**config.mk**
```make
export PLATFORM = sky130hd
export DESIGN_NAME = gate_controller_fsm_flat
export DESIGN_NICKNAME = d
export VERILOG_FILES = /design/src/rtl/core/gc_pkg.sv /design/src/rtl/core/gc_in_if.sv /design/src/rtl/core/gc_out_if.sv /design/src/rtl/core/gc_cfg_regs.sv /design/src/rtl/core/gc_move_timer.sv /design/src/rtl/core/gc_fsm.sv /design/src/rtl/core/gate_controller_fsm.sv /design/src/flat_wrapper.sv
export SDC_FILE = /design/constraint.sdc
export NUM_CORES = 1
export LEC_CHECK = 0
export BUFFER_PORTS_ARGS = -buffer_cell sky130_fd_sc_hd__buf_4
export CAP_MARGIN = 20
export CORE_MARGIN = 2
export CORE_UTILIZATION = 34
export CTS_BUF_LIST = sky130_fd_sc_hd__clkbuf_4 sky130_fd_sc_hd__clkbuf_8
export CTS_CLUSTER_SIZE = 28
export DETAILED_ROUTE_END_ITERATION = 12
export SYNTH_ARGS = -nofsm -noshare
export SYNTH_HDL_FRONTEND = slang
export SYNTH_SLANG_ARGS = --single-unit
```
**constraint.sdc**
```tcl
create_clock -name clk_i -period 2.64 [get_ports clk_i]
set_input_delay 0.792 -clock clk_i [delete_from_list [all_inputs] [get_ports clk_i]]
set_output_delay 0.792 -clock clk_i [all_outputs]
set_load 0.05 [all_outputs]
```
**src/rtl/core/gc_pkg.sv**
```systemverilog
`default_nettype none
// ----------------------------------------------------------------------------
// gc_pkg
// shared types and constants of the gate controller: transaction payloads,
// timer control and status, configuration map
// ----------------------------------------------------------------------------
package gc_pkg;

  localparam int unsigned TickW    = 24;
  localparam int unsigned StateW   = 4;
  localparam int unsigned ApbAddrW = 3;
  localparam int unsigned ApbDataW = 32;
  localparam int unsigned ApbIdxW  = ApbAddrW - 2;

  localparam logic [TickW-1:0]   RunLimitRst = TickW'(180000);
  localparam logic [ApbIdxW-1:0] RegRunLimit = ApbIdxW'(0);

  typedef struct packed {
    logic open_limit;
    logic closed_limit;
    logic photocell;
    logic push_button;
    logic emergency;
  } gc_in_t;

  typedef struct packed {
    logic              motor_close;
    logic              motor_open;
    logic              lamp;
    logic              buzzer;
    logic [StateW-1:0] gate_state;
  } gc_out_t;

  typedef struct packed {
    logic tick;
    logic clear;
  } gc_tmr_cmd_t;

  typedef struct packed {
    logic arming;
    logic late;
  } gc_tmr_sts_t;

endpackage
`default_nettype wire

```
**src/rtl/core/gc_in_if.sv**
```systemverilog
`default_nettype none
// ----------------------------------------------------------------------------
// gc_in_if
// valid/ready channel carrying one sensor and button sample
// ----------------------------------------------------------------------------
interface gc_in_if;
  import gc_pkg::*;

  logic   valid;
  logic   ready;
  gc_in_t data;

  modport source (output valid, output data, input ready);
  modport sink (input valid, input data, output ready);
endinterface
`default_nettype wire

```
**src/rtl/core/gc_out_if.sv**
```systemverilog
`default_nettype none
// ----------------------------------------------------------------------------
// gc_out_if
// valid/ready channel carrying one set of actuator drives and the state
// ----------------------------------------------------------------------------
interface gc_out_if;
  import gc_pkg::*;

  logic    valid;
  logic    ready;
  gc_out_t data;

  modport source (output valid, output data, input ready);
  modport sink (input valid, input data, output ready);
endinterface
`default_nettype wire

```
**src/rtl/core/gc_cfg_regs.sv**
```systemverilog
`default_nettype none
// ----------------------------------------------------------------------------
// gc_cfg_regs
// apb register file holding the move time limit
// ----------------------------------------------------------------------------
module gc_cfg_regs (
  input  wire logic                         clk_i,
  input  wire logic                         rst_ni,
  input  wire logic                         psel,
  input  wire logic                         penable,
  input  wire logic                         pwrite,
  input  wire logic [gc_pkg::ApbAddrW-1:0]  paddr,
  input  wire logic [gc_pkg::ApbDataW-1:0]  pwdata,
  output logic      [gc_pkg::ApbDataW-1:0]  prdata,
  output logic                              pready,
  output logic      [gc_pkg::TickW-1:0]     run_limit_o
);
  import gc_pkg::*;

  logic [TickW-1:0]   run_limit_q, run_limit_d;
  logic [ApbIdxW-1:0] reg_idx;
  logic               wr_en;

  assign pready  = 1'b1;
  assign reg_idx = paddr[ApbAddrW-1:2];
  assign wr_en   = psel && penable && pwrite && pready;

  always_comb begin
    run_limit_d = run_limit_q;
    if (wr_en && (reg_idx == RegRunLimit)) begin
      run_limit_d = pwdata[TickW-1:0];
    end
  end

  always_ff @(posedge clk_i or negedge rst_ni) begin
    if (!rst_ni) begin
      run_limit_q <= RunLimitRst;
    end else begin
      run_limit_q <= run_limit_d;
    end
  end

  assign prdata      = (reg_idx == RegRunLimit) ? ApbDataW'(run_limit_q) : '0;
  assign run_limit_o = run_limit_q;
endmodule
`default_nettype wire

```
**src/rtl/core/gc_move_timer.sv**
```systemverilog
`default_nettype none
// ----------------------------------------------------------------------------
// gc_move_timer
// saturating move duration counter with arming tick and limit compare
// ----------------------------------------------------------------------------
module gc_move_timer (
  input  wire logic                     clk_i,
  input  wire logic                     rst_ni,
  input  wire logic                     step_i,
  input  wire gc_pkg::gc_tmr_cmd_t      cmd_i,
  input  wire logic [gc_pkg::TickW-1:0] run_limit_i,
  output gc_pkg::gc_tmr_sts_t           sts_o
);
  import gc_pkg::*;

  logic             armed_q, armed_d;
  logic [TickW-1:0] ticks_q, ticks_d;
  logic [TickW:0]   ticks_inc;
  logic [TickW-1:0] ticks_sat;

  // compare uses the unsaturated count
  assign ticks_inc    = {1'b0, ticks_q} + (TickW+1)'(1);
  assign ticks_sat    = ticks_inc[TickW] ? '1 : ticks_inc[TickW-1:0];
  assign sts_o.arming = !armed_q;
  assign sts_o.late   = armed_q && (ticks_inc > {1'b0, run_limit_i});

  always_comb begin
    armed_d = armed_q;
    ticks_d = ticks_q;
    if (step_i) begin
      if (cmd_i.clear) begin
        armed_d = 1'b0;
        ticks_d = '0;
      end else if (cmd_i.tick) begin
        armed_d = 1'b1;
        ticks_d = armed_q ? ticks_sat : '0;
      end
    end
  end

  always_ff @(posedge clk_i or negedge rst_ni) begin
    if (!rst_ni) begin
      armed_q <= 1'b0;
      ticks_q <= '0;
    end else begin
      armed_q <= armed_d;
      ticks_q <= ticks_d;
    end
  end
endmodule
`default_nettype wire

```
**src/rtl/core/gc_fsm.sv**
```systemverilog
`default_nettype none
// ----------------------------------------------------------------------------
// gc_fsm
// gate state machine with button edge detect and registered result
// ----------------------------------------------------------------------------
module gc_fsm (
  input  wire logic                clk_i,
  input  wire logic                rst_ni,
  gc_in_if.sink                    in_i,
  gc_out_if.source                 out_o,
  input  wire gc_pkg::gc_tmr_sts_t tmr_sts_i,
  output gc_pkg::gc_tmr_cmd_t      tmr_cmd_o,
  output logic                     step_o
);
  import gc_pkg::*;

  typedef enum logic [StateW-1:0] {
    StStart    = StateW'(0),
    StUnknown  = StateW'(1),
    StClosing  = StateW'(2),
    StOpening  = StateW'(3),
    StClosed   = StateW'(4),
    StOpen     = StateW'(5),
    StObjStop  = StateW'(6),
    StUserStop = StateW'(7),
    StError    = StateW'(8)
  } mode_e;

  mode_e   mode_q, mode_d;
  logic    btn_last_q;
  logic    swc_q, swc_d;
  logic    out_valid_q;
  gc_out_t out_data_q, res;
  logic    accept;
  logic    btn_rise;
  gc_in_t  smp;

  assign smp        = in_i.data;
  assign in_i.ready = !out_valid_q || out_o.ready;
  assign accept     = in_i.valid && in_i.ready;
  assign step_o     = accept;
  assign btn_rise   = smp.push_button && !btn_last_q;

  always_comb begin
    mode_d         = mode_q;
    swc_d          = swc_q;
    tmr_cmd_o      = '0;
    res            = '0;
    res.gate_state = mode_q;
    unique case (mode_q)
      StStart: begin
        tmr_cmd_o.clear = 1'b1;
        mode_d          = StUnknown;
      end
      StUnknown: begin
        res.motor_close = 1'b1;
        res.buzzer      = 1'b1;
        tmr_cmd_o.tick  = 1'b1;
        if (!tmr_sts_i.arming) begin
          if (smp.closed_limit) begin
            mode_d          = StClosed;
            tmr_cmd_o.clear = 1'b1;
          end else if (tmr_sts_i.late) begin
            mode_d = StError;
          end
        end
      end
      StClosing: begin
        res.motor_close = 1'b1;
        res.buzzer      = 1'b1;
        tmr_cmd_o.tick  = 1'b1;
        if (!tmr_sts_i.arming) begin
          if (smp.closed_limit) begin
            mode_d          = StClosed;
            tmr_cmd_o.clear = 1'b1;
          end else if (smp.photocell) begin
            mode_d          = StObjStop;
            tmr_cmd_o.clear = 1'b1;
          end else if (btn_rise) begin
            mode_d          = StUserStop;
            swc_d           = 1'b1;
            tmr_cmd_o.clear = 1'b1;
          end else if (tmr_sts_i.late) begin
            mode_d = StError;
          end
        end
      end
      StOpening: begin
        res.motor_open = 1'b1;
        res.lamp       = 1'b1;
        res.buzzer     = 1'b1;
        tmr_cmd_o.tick = 1'b1;
        if (!tmr_sts_i.arming) begin
          if (smp.open_limit) begin
            mode_d          = StOpen;
            tmr_cmd_o.clear = 1'b1;
          end else if (btn_rise) begin
            mode_d          = StUserStop;
            swc_d           = 1'b0;
            tmr_cmd_o.clear = 1'b1;
          end else if (tmr_sts_i.late) begin
            mode_d = StError;
          end
        end
      end
      StClosed: begin
        if (btn_rise) mode_d = StOpening;
      end
      StOpen: begin
        if (btn_rise) mode_d = StClosing;
      end
      StObjStop: begin
        if (btn_rise) mode_d = StOpening;
      end
      StUserStop: begin
        if (btn_rise) mode_d = swc_q ? StClosing : StOpening;
      end
      StError: begin
        if (smp.emergency) mode_d = StStart;
      end
      default: begin
        mode_d = StError;
      end
    endcase
  end

  always_ff @(posedge clk_i or negedge rst_ni) begin
    if (!rst_ni) begin
      mode_q      <= StStart;
      btn_last_q  <= 1'b0;
      swc_q       <= 1'b0;
      out_valid_q <= 1'b0;
      out_data_q  <= '0;
    end else begin
      if (accept) begin
        mode_q      <= mode_d;
        btn_last_q  <= smp.push_button;
        swc_q       <= swc_d;
        out_data_q  <= res;
        out_valid_q <= 1'b1;
      end else if (out_o.ready) begin
        out_valid_q <= 1'b0;
      end
    end
  end

  assign out_o.valid = out_valid_q;
  assign out_o.data  = out_data_q;
endmodule
`default_nettype wire

```
**src/rtl/core/gate_controller_fsm.sv**
```systemverilog
`default_nettype none
// ----------------------------------------------------------------------------
// gate_controller_fsm
// automatic gate controller, one sensor sample per scan tick
// ----------------------------------------------------------------------------
// in_i carries one sample per transaction: limit switches, photocell, push
// button level and emergency input. out_o returns one transaction per sample
// with the motor, lamp and buzzer drives and the state handled for it.
// The apb port holds run_limit at byte address 0; pready is always high and
// it should only be written while no sample is in flight.
// A result is registered at the edge that accepts its sample. Throughput is
// one sample per cycle while the receiver is ready, set by the single state
// register and the result register.
// While the receiver stalls, the result register holds its transaction and a
// new sample is taken in the same cycle the held one drains.
// Reset puts the controller in the start state with the move timer cleared,
// the button edge history low and run_limit at 180000 ticks.
// ----------------------------------------------------------------------------
module gate_controller_fsm (
  input  wire logic                         clk_i,
  input  wire logic                         rst_ni,
  input  wire logic                         psel,
  input  wire logic                         penable,
  input  wire logic                         pwrite,
  input  wire logic [gc_pkg::ApbAddrW-1:0]  paddr,
  input  wire logic [gc_pkg::ApbDataW-1:0]  pwdata,
  output logic      [gc_pkg::ApbDataW-1:0]  prdata,
  output logic                              pready,
  gc_in_if.sink                             in_i,
  gc_out_if.source                          out_o
);
  import gc_pkg::*;

  logic [TickW-1:0] run_limit;
  gc_tmr_cmd_t      tmr_cmd;
  gc_tmr_sts_t      tmr_sts;
  logic             step;

  gc_cfg_regs u_cfg_regs (
    .clk_i       (clk_i),
    .rst_ni      (rst_ni),
    .psel        (psel),
    .penable     (penable),
    .pwrite      (pwrite),
    .paddr       (paddr),
    .pwdata      (pwdata),
    .prdata      (prdata),
    .pready      (pready),
    .run_limit_o (run_limit)
  );

  gc_move_timer u_move_timer (
    .clk_i       (clk_i),
    .rst_ni      (rst_ni),
    .step_i      (step),
    .cmd_i       (tmr_cmd),
    .run_limit_i (run_limit),
    .sts_o       (tmr_sts)
  );

  gc_fsm u_fsm (
    .clk_i     (clk_i),
    .rst_ni    (rst_ni),
    .in_i      (in_i),
    .out_o     (out_o),
    .tmr_sts_i (tmr_sts),
    .tmr_cmd_o (tmr_cmd),
    .step_o    (step)
  );
endmodule
`default_nettype wire
```
**src/flat_wrapper.sv**
```systemverilog
// flat-port wrapper written by rule: the top's interface ports become plain ports
module gate_controller_fsm_flat import gc_pkg::*;
  (clk_i, rst_ni, psel, penable, pwrite, paddr, pwdata, prdata, pready, in_i_valid, in_i_data, in_i_ready, out_o_valid, out_o_data, out_o_ready);
  gc_in_if in_i_i ();
  gc_out_if out_o_i ();
  input  wire logic clk_i;
  input  wire logic rst_ni;
  input  wire logic psel;
  input  wire logic penable;
  input  wire logic pwrite;
  input  wire logic [gc_pkg::ApbAddrW-1:0] paddr;
  input  wire logic [gc_pkg::ApbDataW-1:0] pwdata;
  output logic      [gc_pkg::ApbDataW-1:0] prdata;
  output logic pready;
  input wire logic [$bits(in_i_i.valid)-1:0] in_i_valid;
  input wire logic [$bits(in_i_i.data)-1:0] in_i_data;
  output wire logic [$bits(in_i_i.ready)-1:0] in_i_ready;
  output wire logic [$bits(out_o_i.valid)-1:0] out_o_valid;
  output wire logic [$bits(out_o_i.data)-1:0] out_o_data;
  input wire logic [$bits(out_o_i.ready)-1:0] out_o_ready;
  assign in_i_i.valid = in_i_valid;
  assign in_i_i.data = in_i_data;
  assign in_i_ready = in_i_i.ready;
  assign out_o_valid = out_o_i.valid;
  assign out_o_data = out_o_i.data;
  assign out_o_i.ready = out_o_ready;
  gate_controller_fsm u_core (.clk_i(clk_i), .rst_ni(rst_ni), .psel(psel), .penable(penable), .pwrite(pwrite), .paddr(paddr), .pwdata(pwdata), .prdata(prdata), .pready(pready), .in_i(in_i_i), .out_o(out_o_i));
endmodule
```
# Word level (Yosys, flattened, before mapping)
# Cells that the tools add are included.
dict set report classes {
  order_cmp 1
  n_addsub 1
  n_eq_ne 20
  n_reduce_logical 19
  bitwise 1
  mux 44
}
# cell count
set op_table {}
lappend op_table {{24-bit two-way mux} 5}
lappend op_table {{4-bit two-way mux} 13}
lappend op_table {{4-bit case mux with 8 select lines} 1}
lappend op_table {{24-bit by 1-bit adder with 25-bit output, second input constant} 1}
lappend op_table {{25-bit by 24-bit greater-than comparator with 1-bit output} 1}
lappend op_table {{1-bit two-way mux} 22}
lappend op_table {{4-bit by 3-bit equality test with 1-bit output, second input constant} 4}
lappend op_table {{2-bit != test, second input constant} 8}
lappend op_table {{9-bit AND reduction} 1}
lappend op_table {{4-bit by 2-bit equality test with 1-bit output, second input constant} 2}
lappend op_table {{2-bit by 1-bit != test with 1-bit output, second input constant} 4}
lappend op_table {{8-bit AND reduction} 1}
lappend op_table {{1-bit logical AND} 6}
lappend op_table {{2-bit nonzero test} 3}
lappend op_table {{4-bit by 1-bit equality test with 1-bit output, second input constant} 1}
lappend op_table {{4-bit equality test, second input constant} 1}
lappend op_table {{4-bit zero test} 1}
lappend op_table {{1-bit case mux with 4 select lines} 1}
lappend op_table {{2-bit OR reduction} 2}
lappend op_table {{3-bit OR reduction} 1}
lappend op_table {{1-bit zero test} 2}
lappend op_table {{2-bit two-way mux} 1}
lappend op_table {{1-bit case mux with 2 select lines} 1}
lappend op_table {{2-bit AND reduction} 1}
lappend op_table {{2 further kinds} 2}
dict set report totals {
  elab_cells 98
  ff_bits 64
}

# Longest topological paths before layout
# Gate-level depths: netlist of the first run.
dict set report logic_depth {
  word_depth 9
  ltp_mapped 13
  ltp_nobuf 12
}

# Cells and area by module
# Synthesis of the first run repeated with hierarchy kept, for this count alone.
dict set report hier_totals {
  cells_unflattened 466
  area_unflattened_um2 4409.2
}
# mod area_per_inst_um2 instances cells_per_inst seq_area_each_um2
set by_module_without_submodules {}
lappend by_module_without_submodules {gc_move_timer 2282.2 1 282 625.6}
lappend by_module_without_submodules {gc_cfg_regs 1238.7 1 88 611.8}
lappend by_module_without_submodules {gc_fsm 888.4 1 96 350.3}

# Worst setup path before layout of the first run
# OpenSTA, ideal clock, no wires.
dict set report synth_path {
  kind {register to register}
  startpoint {register u_core.u_move_timer.ticks_q[0]}
  endpoint {register u_core.u_fsm.mode_q[3]}
  path_stages_with_launch 14
  period_less_slack_ps 2932
  path_slack_ps -292
  n_path_buf 1
  arrival_time_ps 2811
  path_cell_list {dfrtp_1 > ha_1 > nand3_1 > or4_4 > buf_6 > nor2b_1 > xor2_1 > ha_1 > nand4_1 > nor3_1 > a221oi_1 > and3_4 > a21oi_1 > a22o_1}
}
dict set report synth_via {
  elab_chain_cells 9
}
# item line
set synth_rtl {}
lappend synth_rtl {{start, declared} gc_move_timer.sv:17} ;# logic [TickW-1:0] ticks_q, ticks_d;
lappend synth_rtl {{start signal, assigned} gc_move_timer.sv:47} ;# ticks_q <= ticks_d;
lappend synth_rtl {{24-bit by 1-bit adder with 25-bit output (*)} gc_move_timer.sv:22} ;# assign ticks_inc = {1'b0, ticks_q} + (TickW+1)'(1);
lappend synth_rtl {{25-bit by 24-bit greater-than comparator with 1-bit output (*)} gc_move_timer.sv:25} ;# assign sts_o.late = armed_q && (ticks_inc > {1'b0, run_limit_i});
lappend synth_rtl {{1-bit logical AND (*)} gc_move_timer.sv:25}
lappend synth_rtl {{4-bit two-way mux (*)} --}
lappend synth_rtl {{4-bit two-way mux (4 in series)} --}
lappend synth_rtl {{4-bit case mux with 8 select lines (*)} --}
lappend synth_rtl {{end signal, assigned} gc_fsm.sv:129} ;# mode_q <= StStart;
lappend synth_rtl {{end signal, assigned} gc_fsm.sv:136} ;# mode_q <= mode_d;
lappend synth_rtl {{end, declared} gc_fsm.sv:29} ;# mode_e mode_q, mode_d;
# Every way passes the cells marked *; elsewhere a longest branch is shown, timed or not. The select of a mux whose other input is x is not followed.
# A chain may end at the register's enable or synchronous reset.

# Worst setup path after layout of the first run
dict set report layout_path {
  startpoint {register u_core.u_move_timer.ticks_q[1]}
  endpoint {register u_core.u_fsm.mode_q[0]}
}
# Same word-level chain as after synthesis.

==> flow_metrics.py, run 1 <==
metrics = {
    "cts": {
        "clk_pin_slew_worst_paths_ns": 0.07,
        "ctsLongestPathBuffers": 2,
        "cts_made_buffers": 9,
        "cts_num_sinks": 63,
        "cts_hold_buf": 0,
        "worstSkewPairLatency_ns": 0.35,
        "ctsRootBufferMaster": "sky130_fd_sc_hd__clkbuf_8",
        "cts_tree": "done",
        "h_tree_level_count": 3,
    },
    "timing": {
        "final-setup-viol-count": 3,
        "layout_setup_ws_ns": -0.306,
        "timing.final.crit_period_ns": 2.95,
        "worst_slew_margin_relative_to_its_limit": 0.440,
        "slew_viol_final": 0,
        "max_clock_freq_ghz": 0.339,
        "finClkSkew_ns": 0.00583,
        "max_slew.worst_pin.slew_ns": 0.840,
        "hold_ws_ns": 0.487,
        "final_min_period_over_clock_period": 1.12,
        "grt_setup_unrepaired": "yes",
        "final.setup.tns_ns": -0.840,
        "finalHoldViolCount": 0,
    },
    "synth": {
        "ff_latch_count_synth": 63,
        "yosysWarnings": 0,
        "synthDominantAreaCellType": "sky130_fd_sc_hd__dfrtp_1",
        "synth_area_per_cell_sq_um": 8.76,
        "area_share_of_the_largest_cell_type_after_synthesis": 0.327,
        "number_of_enable_type_register_cells_in_the_synthesized_netlist": 0,
        "synthesized_instance_count": 471,
        "dominantRegCellSynth": "sky130_fd_sc_hd__dfrtp_1",
        "synth_async_sr_flop_share": 1.00,
        "sequential_share_of_the_synthesized_area": 0.385,
        "synthTopCellsByArea": "sky130_fd_sc_hd__dfrtp_1, sky130_fd_sc_hd__mux2_2, sky130_fd_sc_hd__ha_1, sky130_fd_sc_hd__dfstp_2, sky130_fd_sc_hd__o21ai_0",
        "post_synth_instance_area_sq_mm": 0.00413,
        "synth_cell_types": 53,
    },
    "floorplan": {
        "start_util": 0.347,
        "core_region_area_sq_mm": 0.0119,
        "dieArea_sq_mm": 0.0130,
        "std_cell_rows": 40,
        "die_width_um": 114,
        "die_h_um": 114,
        "top_level_ports": 90,
    },
    "place": {
        "dp_hpwl_um": 7900,
        "pre_cts_slack_ns": -0.328,
        "placement.io_buffers": 70,
        "globalplace.congestion": 0.871,
    },
    "final_layout": {
        "fillCellCount": 1163,
        "antenna_cells": 0,
        "drive_above_1_share": 0.358,
        "area_growth_pct": 32.7,
        "nNetsFinal": 651,
    },
    "critical_path": {
        "worst_ep_required_time_ns": 2.87,
        "critical_path.endpoint_type": "register",
        "path_cells": "ha_4, nand3_4, or4_4, xnor2_1, ha_1, nand4_1, nor3_2, a221oi_2, and3_4, a211oi_2, o21ai_1",
        "worstPathBufferInverterCount": 0,
        "arrival_ns": 3.18,
        "critPathSlowestCell": "sky130_fd_sc_hd__or4_4",
        "worst_path_dominant_cell_family": "simple AND/OR/NAND/NOR gates",
        "peak_per_stage_delay_on_the_critical_path_ns": 0.51,
        "worst-path-max-fanout": 5,
        "cp_launch_type": "register",
        "critical_path_class": "reg -> reg",
    },
    "detailed_routing": {
        "drt-vias-per-instance": 5.11,
        "routed-wl-met3_um": 497,
        "avgRoutedWirePerCell_um": 15.1,
        "topRoutingLayerUsed": "met4",
        "drt_wl_total_um": 11000,
        "antenna_violating_nets_post_route": 0,
        "detailroute.via_count": 3736,
        "wl_met1_um": 4780,
        "drtIter0Drc": 211,
        "drt_pre_antenna_iters": 4,
        "post-route-drc-count": 0,
        "met2RoutedLength_um": 5550,
    },
    "power": {
        "power.static_leakage_uw": 0.00265,
        "power-per-cell-area_mw_per_mm2": 675,
        "vdd_ir_drop_max_uv": 306,
    },
    "global_route": {
        "first_global_vias": 3763,
        "antenna_found_initial": 0,
        "groute.usage.overall": 0.178,
        "grt_max_degree": 64,
        "grt_first_pass_wirelength_um": 18300,
        "grt_remaining_overflow": 0,
    },
    "hold_path": {
        "hold_class": "reg -> reg",
    },
    "outcome": {
        "status": "finished with violations",
        "violations": "setup timing",
    },
    "job": {
        "max_cap_violations": 0,
    },
}
[worst min-delay path: cells and delay by family, from the launching register on]
kind | cells | cell delay [ns]
and+or+nand+nor | 1 | 0.05
AOI/OAI and AO/OA | 1 | 0.06
DFF | 1 | 0.35
[layer usage]
layer	GRT usage	vias to the layer above
met3	0.0386	13
met5	0	-
met2	0.305	100
met4	0.0659	0
met1	0.219	1790
li1	-	1833
[worst paths after layout]
| path | startpoint | end | slack [ns] | depth (start not counted) |
|---|---|---|---|---|
| worst max-delay path | u_core.u_move_timer.ticks_q[1] | u_core.u_fsm.mode_q[0] | -0.31 | 11 |
| worst min-delay path | u_core.u_fsm.out_o.data[4] | u_core.u_fsm.out_o.data[4] | 0.49 | 2 |
| worst max register to register | u_core.u_move_timer.ticks_q[1] | u_core.u_fsm.mode_q[0] | -0.31 | 11 |
| worst min register to register | u_core.u_fsm.out_o.data[4] | u_core.u_fsm.out_o.data[4] | 0.49 | 2 |
| max in group asynchronous | rst_ni | u_core.u_move_timer.ticks_q[1] | 1.55 | 1 |
| min in group asynchronous | rst_ni | u_core.u_move_timer.ticks_q[22] | 0.55 | 1 |
[power by group]
| group | switching (uW) | total, uW | internal, uW |
|---|---|---|---|
| Sequential | 188 | 1350 | 1160 |
| Clock | 379 | 813 | 434 |
| Combinational | 976 | 1540 | 559 |
| Total | 1540 | 3700 | 2160 |
[Yosys cell counts, drive strengths merged, types with 5 or more instances]
cell type	n
xnor2	16
nand4	12
mux2	29
nor3	8
a21oi	30
ha	25
nor2b	5
and3	5
buf	12
dfstp	9
xor2	6
o21ai	48
clkbuf	18
a22o	7
a21o	5
inv	41
nand2b	5
nor2	49
nand3	14
dfrtp	54
nand2	32
[placed cells by master (no fill, tap or decap), types with 3 or more instances in the layout]
| master | count |
|---|---|
| sky130_fd_sc_hd__nand3_1 | 11 |
| sky130_fd_sc_hd__conb_1 | 9 |
| sky130_fd_sc_hd__a21o_1 | 5 |
| sky130_fd_sc_hd__and2_1 | 3 |
| sky130_fd_sc_hd__xnor2_1 | 15 |
| sky130_fd_sc_hd__nor2_1 | 43 |
| sky130_fd_sc_hd__xor2_1 | 4 |
| sky130_fd_sc_hd__buf_4 | 119 |
| sky130_fd_sc_hd__o22ai_1 | 3 |
| sky130_fd_sc_hd__dfrtp_1 | 54 |
| sky130_fd_sc_hd__dfstp_2 | 9 |
| sky130_fd_sc_hd__nor2b_1 | 4 |
| sky130_fd_sc_hd__nand2_1 | 32 |
| sky130_fd_sc_hd__clkbuf_8 | 11 |
| sky130_fd_sc_hd__and3_1 | 4 |
| sky130_fd_sc_hd__ha_1 | 24 |
| sky130_fd_sc_hd__clkbuf_4 | 4 |
| sky130_fd_sc_hd__nand2b_1 | 5 |
| sky130_fd_sc_hd__a22o_1 | 7 |
| sky130_fd_sc_hd__nor3_4 | 3 |
| sky130_fd_sc_hd__nor2_4 | 3 |
| sky130_fd_sc_hd__nor3_1 | 3 |
| sky130_fd_sc_hd__inv_1 | 41 |
| sky130_fd_sc_hd__nor2_2 | 3 |
| sky130_fd_sc_hd__o21ai_0 | 45 |
| sky130_fd_sc_hd__nand4_1 | 10 |
| sky130_fd_sc_hd__a21oi_1 | 27 |
| sky130_fd_sc_hd__mux2_2 | 29 |
[timing repair]
action / 4_1_cts / 5_1_grt
setup buffers: 5 / 2
setup endpoints to repair: 3 / 3
resized for setup: 22 / 7
pin swaps: 8 / 6
[layout make-up]
cell class | instances | area [sq um] | share of cell area
multi-input cells | 344 | 2460 | 0.449
flip-flops and latches | 63 | 1590 | 0.290
repair buffers | 120 | 905 | 0.165
well taps | 147 | 184 | 0.0336
clock buffers | 15 | 181 | 0.0331
inverters | 41 | 154 | 0.0281
clock inverters | 1 | 5.00 | 0.000914
[registers in the layout (all words and copies together), names as in the netlist]
signal / flops
u_core.u_move_timer.armed_q: 1
u_core.u_fsm.btn_last_q: 1
u_core.u_cfg_regs.run_limit_o: 24
u_core.u_move_timer.ticks_q: 24
u_core.u_fsm.mode_q: 4
u_core.u_fsm.out_o.data: 7
u_core.u_fsm.swc_q: 1
u_core.u_fsm.out_o.valid: 1
[kinds of logic (layout without fill, tap and decap cells)]
kind of cell	after synthesis	count (layout)	share of synthesized area
mux	29	29	0.0791
flops	63	63	0.385
other cells	2	9	0.00182
fa+ha+maj	25	25	0.0758
xor+xnor	22	22	0.0467
simple gates	147	147	0.176
buf+inv	71	177	0.0758
compound gates	112	112	0.160
[through the flow]
| step | instance area (sq um) | util | power, uW | instances |
|---|---|---|---|---|
| 5_1_grt | 5480 | 0.460 | 3950 | 731 |
| 2_1_floorplan | 4210 | - | 2400 | 478 |
| 4_1_cts | 5420 | 0.455 | 3720 | 729 |
| 3_3_place_gp | 5080 | 0.427 | 2820 | 708 |
| 3_5_place_dp | 5080 | 0.427 | 2860 | 708 |
| 6_report | 5480 | 0.460 | 3700 | 731 |
(Power assumes the default switching activity.)
==> run 2, diff against run 1 <==
Settings changed: REMOVE_ABC_BUFFERS from default to 1, SYNTH_HIERARCHICAL from default to 1.
==> flow_metrics.py, run 2 <==
metrics = {
    "detailed_routing": {
        "drt_wl_total_um": 11500,
        "antenna_violating_nets_post_route": 0,
        "drtIter0Drc": 122,
        "drt-vias-per-instance": 4.97,
        "drt_pre_antenna_iters": 5,
        "avgRoutedWirePerCell_um": 14.5,
        "detailroute.via_count": 3958,
        "post-route-drc-count": 0,
    },
    "critical_path": {
        "critical_path.endpoint_type": "register",
        "cp_launch_type": "register",
        "arrival_ns": 3.92,
        "worst-path-max-fanout": 4,
        "worst_ep_required_time_ns": 2.88,
        "critical_path_class": "reg -> reg",
    },
    "cts": {
        "h_tree_level_count": 3,
        "cts_num_sinks": 63,
        "clk_pin_slew_worst_paths_ns": 0.08,
        "cts_made_buffers": 9,
        "worstSkewPairLatency_ns": 0.35,
        "ctsRootBufferMaster": "sky130_fd_sc_hd__clkbuf_8",
        "cts_tree": "done",
        "ctsLongestPathBuffers": 2,
    },
    "timing": {
        "layout_setup_ws_ns": -1.04,
        "slew_viol_final": 0,
        "max_clock_freq_ghz": 0.272,
        "max_slew.worst_pin.slew_ns": 0.820,
        "finClkSkew_ns": 0.00926,
        "final_min_period_over_clock_period": 1.39,
        "final.setup.tns_ns": -3.66,
        "timing.final.crit_period_ns": 3.68,
        "grt_setup_unrepaired": "yes",
        "final-setup-viol-count": 4,
        "worst_slew_margin_relative_to_its_limit": 0.453,
        "finalHoldViolCount": 0,
    },
    "place": {
        "globalplace.congestion": 0.883,
        "pre_cts_slack_ns": -1.39,
        "post_place_instance_area_sq_mm": 0.00567,
        "dp_hpwl_um": 8440,
        "placement.io_buffers": 70,
        "inst_count_dp": 772,
    },
    "final_layout": {
        "antenna_cells": 0,
        "final_cell_area_sq_mm": 0.00610,
        "mostFrequentLayoutCell": "sky130_fd_sc_hd__buf_4",
        "drive_above_1_share": 0.411,
        "most-common-layout-cells": "sky130_fd_sc_hd__buf_4, sky130_fd_sc_hd__dfrtp_1, sky130_fd_sc_hd__nand2_1",
        "finalCoreUtilization": 0.483,
        "area_growth_pct": 38.3,
        "nNetsFinal": 692,
        "instances_no_fill": 797,
    },
    "synth": {
        "most_common_cell_in_the_netlist": "sky130_fd_sc_hd__dfrtp_1",
        "synth_async_sr_flop_share": 1.00,
        "dominantRegCellSynth": "sky130_fd_sc_hd__dfrtp_1",
        "post_synth_instance_area_sq_mm": 0.00441,
        "ff_latch_count_synth": 63,
        "top_cells_by_instance_count_after_synthesis": "sky130_fd_sc_hd__dfrtp_1, sky130_fd_sc_hd__nand2_1, sky130_fd_sc_hd__o21ai_0, sky130_fd_sc_hd__inv_1",
        "synthDominantAreaCellType": "sky130_fd_sc_hd__dfrtp_1",
        "synth_area_per_cell_sq_um": 9.46,
        "number_of_enable_type_register_cells_in_the_synthesized_netlist": 0,
        "area_share_of_the_largest_cell_type_after_synthesis": 0.306,
        "synthTopCellsByArea": "sky130_fd_sc_hd__dfrtp_1, sky130_fd_sc_hd__ha_1, sky130_fd_sc_hd__mux2_4, sky130_fd_sc_hd__dfstp_2, sky130_fd_sc_hd__nand2_1",
        "yosysWarnings": 6,
        "sequential_share_of_the_synthesized_area": 0.360,
        "synth_cell_types": 65,
        "synthesized_instance_count": 466,
    },
    "outcome": {
        "violations": "setup timing",
        "status": "finished with violations",
    },
    "global_route": {
        "first_global_vias": 4025,
        "grt_first_pass_wirelength_um": 19600,
        "grt_max_degree": 64,
        "groute.usage.overall": 0.173,
        "antenna_found_initial": 0,
        "grt_remaining_overflow": 0,
    },
    "floorplan": {
        "top_level_ports": 90,
        "die_width_um": 118,
        "dieArea_sq_mm": 0.0139,
        "start_util": 0.349,
        "die_h_um": 118,
        "std_cell_rows": 41,
        "core_region_area_sq_mm": 0.0126,
    },
    "power": {
        "vdd_ir_drop_max_uv": 264,
        "power.static_leakage_uw": 0.00311,
        "power-per-cell-area_mw_per_mm2": 668,
    },
    "job": {
        "max_cap_violations": 0,
    },
    "hold_path": {
        "hold_class": "reg -> reg",
    },
}
[run 2: cell count changes after synthesis, moves of 13 or more]
cell                      before  now
sky130_fd_sc_hd__nor2_1       48   15
sky130_fd_sc_hd__mux2_4        0   20
sky130_fd_sc_hd__nor2b_1       5   25
sky130_fd_sc_hd__inv_1        41   28
sky130_fd_sc_hd__o21ai_0      46   32
sky130_fd_sc_hd__a21oi_1      30   17
sky130_fd_sc_hd__nand2_1      32   46
sky130_fd_sc_hd__mux2_2       29    8
[run 2: report_power, final]
group | total [uW] | internal [uW] | switching [uW]
logic | 1800 | 753 | 1050
registers | 1320 | 1170 | 157
clock network | 943 | 532 | 411
[run 2: area by class of cell]
class	instances	area [sq um]
clock buffer	9	124
clock inverter	7	97.6
fill	1239	6520
inverter	30	113
multi-input combinational	346	2660
sequential	63	1590
tap	172	215
timing repair buffer	170	1300
[run 2: metrics by stage]
stage          total power (uW)  hold slack, ns
3_3_place_gp               3090           0.464
4_1_cts                    4110           0.490
2_1_floorplan              2450           0.448
3_5_place_dp               3110           0.472
6_report                   4070           0.481
5_1_grt                    4340           0.515
[run 2: kinds of logic (layout without fill, tap and decap cells)]
family                   after synthesis  in the layout  share of synthesized area
other                                  2              9                    0.00170
adder cells (fa/ha/maj)               25             25                     0.0709
multiplexers                          28             28                     0.0885
flip-flops                            63             63                      0.360
AO/OA/AOI/OAI                        110            110                      0.171
XOR/XNOR                              21             21                     0.0417
buffers and inverters                 64            216                     0.0729
AND/OR/NAND/NOR                      153            153                      0.193
[run 2: critical path, cell delays in order, from the launching register on]
cell	delay (ns)
sky130_fd_sc_hd__dfrtp_1	0.40
sky130_fd_sc_hd__ha_2	0.21
sky130_fd_sc_hd__nand2_2	0.05
sky130_fd_sc_hd__or3_4	0.38
sky130_fd_sc_hd__nor2_4	0.11
sky130_fd_sc_hd__nand2_1	0.07
sky130_fd_sc_hd__xnor2_1	0.13
sky130_fd_sc_hd__ha_1	0.29
sky130_fd_sc_hd__and4_1	0.19
sky130_fd_sc_hd__nand3_2	0.12
sky130_fd_sc_hd__buf_6	0.15
sky130_fd_sc_hd__a211oi_2	0.18
sky130_fd_sc_hd__o41ai_2	0.11
sky130_fd_sc_hd__a311oi_2	0.39
sky130_fd_sc_hd__inv_1	0.12
sky130_fd_sc_hd__o31ai_2	0.24
sky130_fd_sc_hd__a2111oi_1	0.12
sky130_fd_sc_hd__o32a_1	0.30
[run 2: final timing paths]
kind | start | end | slack (ns) | cells after the start
max | u_core/u_move_timer/ticks_q[0] | u_core/u_fsm/mode_q[0] | -1.04 | 17
min | u_core/u_fsm/out_o.data[2] | u_core/u_fsm/out_o.data[2] | 0.48 | 2
max reg2reg | u_core/u_move_timer/ticks_q[0] | u_core/u_fsm/mode_q[0] | -1.04 | 17
min reg2reg | u_core/u_fsm/out_o.data[2] | u_core/u_fsm/out_o.data[2] | 0.48 | 2
max in group asynchronous | rst_ni | u_core/u_move_timer/ticks_q[7] | 1.57 | 1
min in group asynchronous | rst_ni | u_core/u_fsm/out_o.data[3] | 0.54 | 1
[run 2: routing by layer]
layer	vias to the layer above	GRT usage	wire length, um
li1	1947	-	-
met5	-	0	0
met3	14	0.0359	533
met1	1912	0.214	5220
met4	0	0.0474	137
met2	85	0.303	5650
[run 2: repair_timing]
action,CTS,global route
hold buffers,0,0
endpoints found under the setup margin,4,4
hold endpoints to repair,0,0
cloned,0,0
setup buffers,6,3
pin swaps,25,7
resized for setup,24,8
